### src/hdl/fvcc_pkg.sv
// ----------------------------------------------------------------------------
// fvcc_pkg
// Types and constants shared by the flow vector color coder.
// ----------------------------------------------------------------------------
package fvcc_pkg;

  localparam int FLOW_BITS    = 16;
  localparam int MAG_W        = FLOW_BITS + 1;
  localparam int ROOT_W       = FLOW_BITS;
  localparam int SQ_W         = 2 * FLOW_BITS;
  localparam int CORDIC_ITERS = 14;
  localparam int PRESHIFT     = 8;
  localparam int XY_W         = FLOW_BITS + PRESHIFT + 3;
  localparam int Z_W          = 18;
  localparam int ANG_W        = 16;
  localparam int RAD_W        = 17;
  localparam int POS_W        = 22;
  localparam int MIX_W        = 24;
  localparam int PROD_W       = 41;
  localparam int WHEEL_N      = 55;
  localparam int WHEEL_AW     = 6;
  localparam int CNT_W        = 5;

  typedef enum logic [1:0] {
    OP_START  = 2'd0,
    OP_SCAN   = 2'd1,
    OP_RENDER = 2'd2,
    OP_NONE   = 2'd3
  } op_t;

  typedef enum logic [1:0] {
    KIND_START,
    KIND_SCAN,
    KIND_RENDER,
    KIND_BLACK
  } kind_t;

  typedef enum logic [3:0] {
    ST_IDLE,
    ST_SQUARE,
    ST_SUM,
    ST_SQRT,
    ST_RANGE,
    ST_DIV,
    ST_CORDIC,
    ST_ANGLE,
    ST_MIX,
    ST_SCALE,
    ST_OUT
  } state_t;

  typedef struct packed {
    logic [1:0]                  op;
    logic signed [FLOW_BITS-1:0] flow_x;
    logic signed [FLOW_BITS-1:0] flow_y;
    logic                        unknown;
  } flow_req_t;

  typedef struct packed {
    logic [7:0] red;
    logic [7:0] green;
    logic [7:0] blue;
  } rgb_t;

  typedef struct packed {
    kind_t                       kind;
    logic signed [FLOW_BITS-1:0] fx;
    logic signed [FLOW_BITS-1:0] fy;
  } cmd_t;

  localparam logic [13:0] ATAN_TURNS [CORDIC_ITERS] = '{
    14'd8192, 14'd4836, 14'd2555, 14'd1297, 14'd651, 14'd326, 14'd163,
    14'd81, 14'd41, 14'd20, 14'd10, 14'd5, 14'd3, 14'd1
  };

  // {red, green, blue}
  localparam logic [23:0] WHEEL [WHEEL_N] = '{
    24'hFF0000, 24'hFF1100, 24'hFF2200, 24'hFF3300, 24'hFF4400,
    24'hFF5500, 24'hFF6600, 24'hFF7700, 24'hFF8800, 24'hFF9900,
    24'hFFAA00, 24'hFFBB00, 24'hFFCC00, 24'hFFDD00, 24'hFFEE00,
    24'hFFFF00, 24'hD5FF00, 24'hAAFF00, 24'h80FF00, 24'h55FF00,
    24'h2BFF00,
    24'h00FF00, 24'h00FF3F, 24'h00FF7F, 24'h00FFBF,
    24'h00FFFF, 24'h00E8FF, 24'h00D1FF, 24'h00BAFF, 24'h00A3FF,
    24'h008CFF, 24'h0074FF, 24'h005DFF, 24'h0046FF, 24'h002FFF,
    24'h0018FF,
    24'h0000FF, 24'h1300FF, 24'h2700FF, 24'h3A00FF, 24'h4E00FF,
    24'h6200FF, 24'h7500FF, 24'h8900FF, 24'h9C00FF, 24'hB000FF,
    24'hC400FF, 24'hD700FF, 24'hEB00FF,
    24'hFF00FF, 24'hFF00D5, 24'hFF00AA, 24'hFF0080, 24'hFF0055,
    24'hFF002B
  };

endpackage

### src/hdl/fvcc_front.sv
// ----------------------------------------------------------------------------
// fvcc_front
// Accepts requests, classifies them, drops unknown scans and no-op requests, and holds the rest in a two-entry queue.
// ----------------------------------------------------------------------------
module fvcc_front (
  input  logic                clk,
  input  logic                rst,
  input  logic                req_valid,
  output logic                req_ready,
  input  fvcc_pkg::flow_req_t req_item,
  output logic                cmd_valid,
  input  logic                cmd_ready,
  output fvcc_pkg::cmd_t      cmd_item
);

  fvcc_pkg::cmd_t q [2];
  logic           wp;
  logic           rp;
  logic [1:0]     cnt;
  logic           keep;
  fvcc_pkg::cmd_t cls;
  logic           push;
  logic           pop;

  always_comb begin
    keep     = 1'b1;
    cls.fx   = req_item.flow_x;
    cls.fy   = req_item.flow_y;
    cls.kind = fvcc_pkg::KIND_START;
    unique case (fvcc_pkg::op_t'(req_item.op))
      fvcc_pkg::OP_START: cls.kind = fvcc_pkg::KIND_START;
      fvcc_pkg::OP_SCAN: begin
        cls.kind = fvcc_pkg::KIND_SCAN;
        keep     = !req_item.unknown;
      end
      fvcc_pkg::OP_RENDER: begin
        cls.kind = req_item.unknown ? fvcc_pkg::KIND_BLACK : fvcc_pkg::KIND_RENDER;
      end
      default: keep = 1'b0;
    endcase
  end

  assign req_ready = (cnt != 2'd2);
  assign cmd_valid = (cnt != 2'd0);
  assign cmd_item  = q[rp];
  assign push      = req_valid && req_ready && keep;
  assign pop       = cmd_valid && cmd_ready;

  always_ff @(posedge clk) begin
    if (push) begin
      q[wp] <= cls;
    end
  end

  always_ff @(posedge clk) begin
    if (rst) begin
      wp  <= 1'b0;
      rp  <= 1'b0;
      cnt <= 2'd0;
    end else begin
      if (push) begin
        wp <= ~wp;
      end
      if (pop) begin
        rp <= ~rp;
      end
      cnt <= cnt + 2'(push) - 2'(pop);
    end
  end

endmodule

### config.mk
export PLATFORM = sky130hd
export DESIGN_NAME = fvcc_front
export DESIGN_NICKNAME = d
export VERILOG_FILES = /design/src/hdl/fvcc_pkg.sv /design/src/hdl/fvcc_front.sv
export SDC_FILE = /design/constraint.sdc
export NUM_CORES = 1
export LEC_CHECK = 0
export BUFFER_PORTS_ARGS = -buffer_cell sky130_fd_sc_hd__buf_2
export CORE_MARGIN = 2
export CORE_UTILIZATION = 50
export DETAILED_ROUTE_END_ITERATION = 10
export PLACE_DENSITY = 0.87
export SYNTH_ARGS = -nofsm -noshare
export SYNTH_HDL_FRONTEND = slang
export SYNTH_SLANG_ARGS = --single-unit
### constraint.sdc
create_clock -name clk -period 3.54 [get_ports clk]
set_clock_uncertainty 0.15 [all_clocks]
set_input_delay 0 -clock clk [delete_from_list [all_inputs] [get_ports clk]]
set_output_delay 0 -clock clk [all_outputs]
set_load 0.02 [all_outputs]
; After elaboration in Yosys (flattened, before gate mapping)
; Memory sizes are Yosys's and may differ from the RTL's. A register that Yosys moved wholly into a read port is not among the register bits.
; Cells that the tools add are included.
; Widths: inputs -> output; s select.
[classes]
n_addsub = 2
n_eq_ne = 3
mux = 7
bitwise = 2
n_reduce_logical = 7
[ops]
columns = cell, n
row1 = $mux 1, 5
row2 = $pmux 2 s2, 1
row3 = $logic_and 1x1->1, 3
row4 = $add 2x1->2, 1
row5 = $eq 2x1->1 const B, 1
row6 = $eq 2x2->1 const B, 1
row7 = $logic_not 2->1, 1
row8 = $ne 2x2->1 const B, 1
row9 = $not 1->1, 2
row10 = $pmux 1 s2, 1
row11 = $reduce_bool 2->1, 1
row12 = $reduce_or 2->1, 1
row13 = $sub 2x1->2, 1
row14 = $logic_not 1->1, 1
[totals]
register_bits = 4
ramBits = 68
input_bits = 39
output_inout_bits = 36
elab_cells = 25
memories = 1
[mem_list]
columns = memory, depth, word_bits, read_ports, rd_ports_with_merged_regs, wr, line
row1 = q, 2, 34, 1, 1, 1, fvcc_front.sv:16  ; fvcc_pkg::cmd_t q [2];

; Depth between registers and ports, before layout
; Gate-level depths: netlist (run 1).
[logic_depth]
depth_word = 6
mapped_depth = 11
depth_no_buf = 11

; Worst setup path before layout (run 1)
; Ideal clock, no wire load.
[synth_timing]
path_kind = reg2reg
from = register cnt[0]
to = memory q[0][0] (netlist bit) (enable)
setup_ns = 0.426
arrival_ns = 2.346
t_required_ns = 2.964
path_slack_ns = 0.618
path_stages_with_launch = 5
path_buffers = 0
period_less_slack_ns = 2.922
path_cell_list = dfxtp_1 nand2b_1 o311a_4 inv_1 nor2_1
[synth_via]
elab_chain_cells = 5
[synth_rtl]
columns = element, line
row1 = from (decl), fvcc_front.sv:19  ; logic [1:0] cnt;
row2 = from (signal assigned), fvcc_front.sv:67  ; cnt <= cnt + 2'(push) - 2'(pop);
row3 = $ne 2x2->1, fvcc_front.sv:43  ; assign req_ready = (cnt != 2'd2);
row4 = named net req_ready, fvcc_front.sv:9  ; output logic req_ready,
row5 = $logic_and 1x1->1 (2 in a row), fvcc_front.sv:46  ; assign push = req_valid && req_ready && keep;
row6 = $mux 1, fvcc_front.sv:50  ; if (push) begin
row7 = $mux 1 (not written as such), fvcc_front.sv:51  ; q[wp] <= cls;
row8 = to (decl), fvcc_front.sv:16
; The timed path passes the listed nets, and every way through them passes these cells.

; Worst setup path in the final report (run 1)
[layout_timing]
from = input port req_item[34] (netlist bit)
to = memory q[0][15] (netlist bit) (enable)
[layout_via]
elab_chain_cells = 6
word_cells_on_any_way = 8
cone_classes = eq/ne (2) / mux (3) / reduce/logical (3)
[layout_rtl]
columns = element, line
row1 = from (decl), fvcc_front.sv:10  ; input fvcc_pkg::flow_req_t req_item,
row2 = $eq 2x2->1 / $logic_not 2->1 (equally long branches), fvcc_front.sv:30  ; unique case (fvcc_pkg::op_t'(req_item.op))
row3 = $reduce_or 2->1 (no source line), n/a
row4 = $pmux 1 s2 (*), fvcc_front.sv:30
row5 = $logic_and 1x1->1 (*), fvcc_front.sv:46
row6 = $mux 1 (*), fvcc_front.sv:50
row7 = $mux 1 (not written as such) (*), fvcc_front.sv:51
; Every way passes the cells marked *; elsewhere a longest branch is shown, timed or not.

==> flow_metrics.py, run 1 <==
metrics = {
    "critical_path": {
        "cp_max_fo": 34,
        "crit_path_end_kind": "register",
        "cp-startpoint": "req_item[34]",
        "reg2reg_from": "cnt[0]",
        "start_kind": "input pin",
        "worstSetupPathType": "in -> reg",
        "required_ns": 3.34,
        "worstPathArrival_ns": 2.09,
    },
    "cells_and_area": {
        "diodes": 0,
        "final_layout_size_suffix_gt1_share_pct": 48.3,
        "final_core_util_pct": 69.9,
        "final_cell_mix": "buf_2 (74), edfxtp_1 (68), dlygate4sd3_1 (37), mux2_2 (34), clkbuf_8 (9)",
        "final_common_cell": "buf_2",
        "multi_input_area_um2": 633,
        "fillers": 363,
        "syn_to_final_growth_pct": 36.4,
        "nets": 308,
        "regArea_um2": 2140,
    },
    "global_routing": {
        "grt_usage_pct": 17.5,
        "grt_pass1_vias": 1717,
        "antenna_found_initial": 0,
        "grt_pass1_wl_um": 7940,
        "grt_max_degree": 35,
        "grt_overflow": 0,
    },
    "job": {
        "maxCapViolations": 0,
    },
    "logic_synthesis": {
        "synthCells": 143,
        "netlist_area_um2": 2800,
        "synth_seq_area_share_pct": 76.4,
        "synth_top_area_cell": "edfxtp_1",
        "synth.top_cells.by_area": "edfxtp_1 (73%), mux2_2 (14%), dfxtp_1 (3.6%)",
        "synth_simple_gate_area_share_pct": 3.17,
        "syn_area_per_cell_um2": 19.6,
        "synthAdderAreaFrac_pct": 3.13,
        "synth_top_family_by_area": "multiplexers",
        "muxShareOfSynthArea_pct": 14.2,
        "synth_nets": 189,
        "synth-compound-area-share_pct": 1.21,
        "ys_ff_latch": 73,
        "ys_types": 20,
        "ys_warn_count": 0,
        "synth_top_area_share_pct": 72.9,
        "synthXorXnorAreaFrac_pct": 0.625,
    },
    "pwr": {
        "ir_worst_vdd_v": 0.000398,
        "p_leak_nw": 1.47,
        "power.density_nw_per_um2": 605,
    },
    "timing": {
        "relSlewSlack_pct": 33.1,
        "period_share_pct": 64.6,
        "min_period_ns": 2.29,
        "rsz0062_at_grt": "false",
        "setup_viol_count_final": 0,
        "slew_viol_final": 0,
        "hold_viol_final": 0,
        "max_freq_mhz": 437,
        "tightest_slew_ns": 1.00,
        "setup_tns_ns": 0,
    },
    "floorplan": {
        "num_io_pins": 75,
        "core_area_um2": 5470,
        "die_w_um": 78.9,
        "die_y_um": 78.9,
        "die-area_um2": 6220,
        "rows": 27,
        "initial_utilization_pct": 51.2,
    },
    "detailed_routing": {
        "post_drt_wl_per_cell_um": 15.1,
        "postRouteWirelength_um": 5130,
        "drt_drc_violations_left": 0,
        "ant_nets": 0,
        "drt_pass1_iterations": 4,
        "drt_iter0_markers": 141,
        "via_per_inst": 4.83,
        "vias": 1638,
    },
    "clock_network": {
        "ctsResizeCount": 0,
        "clk_path_buf_depth": 2,
        "clockRootBuffer": "clkbuf_8",
        "cts_hold_buf": 37,
        "numCtsBuffers": 9,
        "clk_pin_slew_ns": 0.07,
        "cts_sinks": 73,
        "h-tree-depth": 3,
        "insertion_delay_ns": 0.33,
        "cts_tree": "built",
        "cts_setup_buffers": 0,
    },
    "place": {
        "gp_congestion": 0.702,
        "portBuffers": 74,
        "hpwl_um": 3010,
    },
    "worst_hold_path": {
        "worstHoldStart": "req_item[33]",
        "hold_class": "in -> reg",
    },
    "outcome": {
        "status": "finished, final reports clean",
    },
}
## power by group
group / switching, mW / internal, mW
logic: 0.330 / 0.286
registers: 0.0475 / 1.02
clock network: 0.302 / 0.328
total: 0.679 / 1.64
## metal layers
metal  GRT usage [%]  up-vias  wire, um  part of all wire, %
met1            19.6      780      2120                   41
met3            5.57       10       273                  5.3
met2            31.2       65      2650                   52
li1                -      783         -                    -
met5               0        -         0                    0
met4            6.90        0        89                  1.7
## metrics by stage
step / std cells / hold slack, ns / area, um2 / setup WS, ns / total power, mW
after CTS: 339 / 0.0254 / 3820 / 1.27 / 2.33
after floorplan: 143 / -0.0784 / 2800 / 0.618 / 1.49
final: 339 / 0.0497 / 3820 / 1.25 / 2.31
after detailed placement: 286 / 0.0410 / 3260 / 1.41 / 1.67
after global placement: 286 / 0.0398 / 3260 / 1.48 / 1.66
after global routing: 339 / 0.0554 / 3820 / 1.13 / 2.43
## critical path: stages
cell	delay (ns)
dlygate4sd3_1	0.54
buf_2	0.15
inv_1	0.07
ha_1	0.16
nor2b_4	0.14
o311a_4	0.17
inv_1	0.08
nor2_4	0.76
## final timing paths
check | to | slack (ns) | depth (start not counted)
min | q[0][33] | 0.05 | 3
min reg2reg | rp | 0.37 | 2
max reg2reg | q[0][15] | 1.41 | 4
max | q[0][15] | 1.25 | 8
## flip-flops by register name, summed over array words and instances (netlist names), named ones only
signal / count
cnt: 2
q: 68
rp: 1
wp: 1
## final cells by class
type | instances | share of cell area [%]
inverter | 4 | 0.393
tap | 72 | 2.36
clock inverter | 6 | 1.77
sequential | 73 | 56.0
timing repair buffer | 112 | 19.6
multi-input combinational | 62 | 16.6
clock buffer | 10 | 3.34
## cell usage after synthesis
library cell  instances
mux2_2               34
inv_1                 4
or2_2                 1
xor2_1                1
xnor2_1               1
edfxtp_1             68
nor2b_1               4
nor2_1                5
nand2b_1              1
o21a_1                1
o311a_4               1
mux2_4                1
and2_1                1
a21oi_1               1
and2_2                1
dfxtp_1               5
nor3_1                1
buf_2                 4
ha_1                  7
nor2b_4               1
## cell families (layout without fill, tap and decap cells)
family,count (synthesis),in the layout
multiplexers,35,35
AO/OA/AOI/OAI,3,3
XOR/XNOR,2,2
buffers and inverters,8,132
flip-flops,73,73
AND/OR/NAND/NOR,15,15
adder cells (fa/ha/maj),7,7
(Power assumes the default switching activity.)
==> inputs of run 2 (changes only) <==
Clock period 3.54 ns to 2.3 ns, I/O delays scaled along.
==> run 2 against run 1 <==
Sequential cell count unchanged. Core utilization up 0.39 points. Non-clock buffer count up 3. Setup slack worse by 1.1 ns. Combinational power up 64%. Total power up 55%. Global-route usage up 1.6 points. Largest power group unchanged. Wire length up 7.0%. Sequential power up 50%.
==> flow_metrics.py, run 2 (synthesis results as in run 1) <==
metrics = {
    "global_routing": {
        "grt_pass1_vias": 1803,
        "antenna_found_initial": 0,
        "grt_max_degree": 35,
        "grt_usage_pct": 19.1,
        "grt_pass1_wl_um": 8550,
        "grt_overflow": 0,
    },
    "timing": {
        "hold_viol_final": 0,
        "setup_viol_count_final": 0,
        "rsz0062_at_grt": "false",
        "tightest_slew_ns": 0.814,
        "max_freq_mhz": 466,
        "slew_viol_final": 0,
        "relSlewSlack_pct": 45.7,
        "period_share_pct": 93.2,
        "min_period_ns": 2.14,
        "setup_tns_ns": 0,
    },
    "cells_and_area": {
        "final_cell_mix": "buf_2 (74), edfxtp_1 (68), dlygate4sd3_1 (37), mux2_2 (34), clkbuf_8 (9)",
        "nets": 311,
        "final_common_cell": "buf_2",
        "largest_register": "q",
        "diodes": 0,
        "final_cells": 342,
        "final_layout_size_suffix_gt1_share_pct": 50.0,
        "top_regs": "q (68), cnt (2)",
        "largest_reg_flops": 68,
        "syn_to_final_growth_pct": 37.2,
        "fillers": 368,
    },
    "clock_network": {
        "insertion_delay_ns": 0.34,
        "clk_pin_slew_ns": 0.07,
        "cts_sinks": 73,
        "numCtsBuffers": 9,
        "cts_setup_buffers": 0,
        "clk_path_buf_depth": 2,
        "cts_tree": "built",
        "clockRootBuffer": "clkbuf_8",
        "h-tree-depth": 3,
    },
    "detailed_routing": {
        "post_drt_wl_per_cell_um": 16.0,
        "drt_drc_violations_left": 0,
        "drt_pass1_iterations": 6,
        "vias": 1662,
        "drt_iter0_markers": 136,
        "ant_nets": 0,
        "postRouteWirelength_um": 5490,
        "via_per_inst": 4.86,
    },
    "critical_path": {
        "crit_path_end_kind": "register",
        "reg2reg_from": "cnt[0]",
        "worstPathArrival_ns": 2.23,
        "start_kind": "input pin",
        "cp-startpoint": "req_item[34]",
        "crit_family": "buffers and inverters",
        "worstSetupPathType": "in -> reg",
        "path_buf_inv": 5,
        "cp_max_fo": 4,
        "required_ns": 2.39,
        "crit_path_top_delay_cell": "dlygate4sd3_1",
        "max_stage_delay_ns": 0.53,
        "timing.critical_path.cells": "dlygate4sd3_1, buf_2, inv_1, ha_1, nor2b_4, o311a_4, inv_2, ha_1, inv_1, ha_1, xor2_1, and2_1, nor3_1",
        "cp_common_cell": "ha_1",
    },
    "floorplan": {
        "rows": 27,
        "num_io_pins": 75,
        "die_w_um": 78.9,
        "core_area_um2": 5470,
        "die-area_um2": 6220,
        "die_y_um": 78.9,
        "initial_utilization_pct": 51.2,
    },
    "job": {
        "maxCapViolations": 0,
    },
    "place": {
        "portBuffers": 74,
        "gp_congestion": 0.650,
        "hpwl_um": 3130,
        "dp.cells": 289,
    },
    "pwr": {
        "sw_frac_of_total_pct": 29.6,
        "pwr-share-clk_pct": 26.9,
        "p_leak_nw": 1.49,
        "power.density_nw_per_um2": 932,
        "pwr-share-comb_pct": 28.2,
        "internal-power_mw": 2.53,
        "p_seq_share_pct": 44.9,
        "netSwitchingPower_mw": 1.06,
        "ir_worst_vdd_v": 0.000516,
    },
    "worst_hold_path": {
        "hold_class": "in -> reg",
        "worstHoldStart": "req_item[33]",
    },
    "outcome": {
        "status": "finished, final reports clean",
    },
}
## run 2: cell types whose count changed in the layout (fill, tap and decap cells not counted)
cell / before / now
clkinv_2: 0 / 3
buf_4: 1 / 4
clkbuf_1: 1 / 0
clkinv_4: 2 / 1
clkinv_1: 1 / 0
inv_1: 4 / 3
inv_2: 0 / 1
## run 2: final timing paths
path / slack [ns] / endpoint / depth (start not counted)
max: 0.16 / cnt[1] / 13
min: 0.03 / q[0][33] / 3
max reg2reg: 0.34 / q[1][30] / 3
min reg2reg: 0.37 / register / 2
## run 2: power groups by stage
stage / clock, mW / combinational (mW) / sequential (mW)
final: 0.965 / 1.01 / 1.61
after global routing: 1.05 / 1.09 / 1.62
after CTS: 0.986 / 1.02 / 1.61
after detailed placement: 0 / 0.955 / 1.64
after global placement: 0 / 0.942 / 1.63
after floorplan: 0 / 0.672 / 1.63
## run 2: through the flow
step	hold WS, ns	util (%)	power (mW)	area, um2	setup WS [ns]
after floorplan	-0.0784	-	2.30	2810	0.303
after global placement	0.0384	59.9	2.57	3280	0.349
after detailed placement	0.0409	59.9	2.59	3280	0.304
final	0.0297	70.3	3.59	3840	0.155
after global routing	0.0524	70.3	3.76	3840	0.00851
after CTS	0.00858	70.3	3.61	3840	0.131
## run 2: layout make-up
class | count | area (um2) | area share (%)
sequential | 73 | 2140 | 55.7
timing repair buffer | 115 | 771 | 20.0
tap | 72 | 90.1 | 2.34
inverter | 4 | 15.0 | 0.390
clock inverter | 7 | 70.1 | 1.82
multi-input combinational | 62 | 633 | 16.5
clock buffer | 9 | 124 | 3.22
## run 2: metal layers
layer,GRT usage (%),vias up,part of all wire (%)
met5,0,-,0
met4,7.93,0,1.8
met3,7.50,11,7.3
met2,33.1,77,53
met1,21.0,785,38
li1,-,789,-
## run 2: repair_timing
action                     4_1_cts  5_1_grt
setup endpoints to repair        0        1
resized for setup                0        1
hold buffers                    37        0
hold endpoints to repair        73        0
## run 2: worst min-delay path: cells and delay by family
kind                       cells  cell delay (ns)
buffers and inverters          2             0.22
adders and majority gates      1             0.18
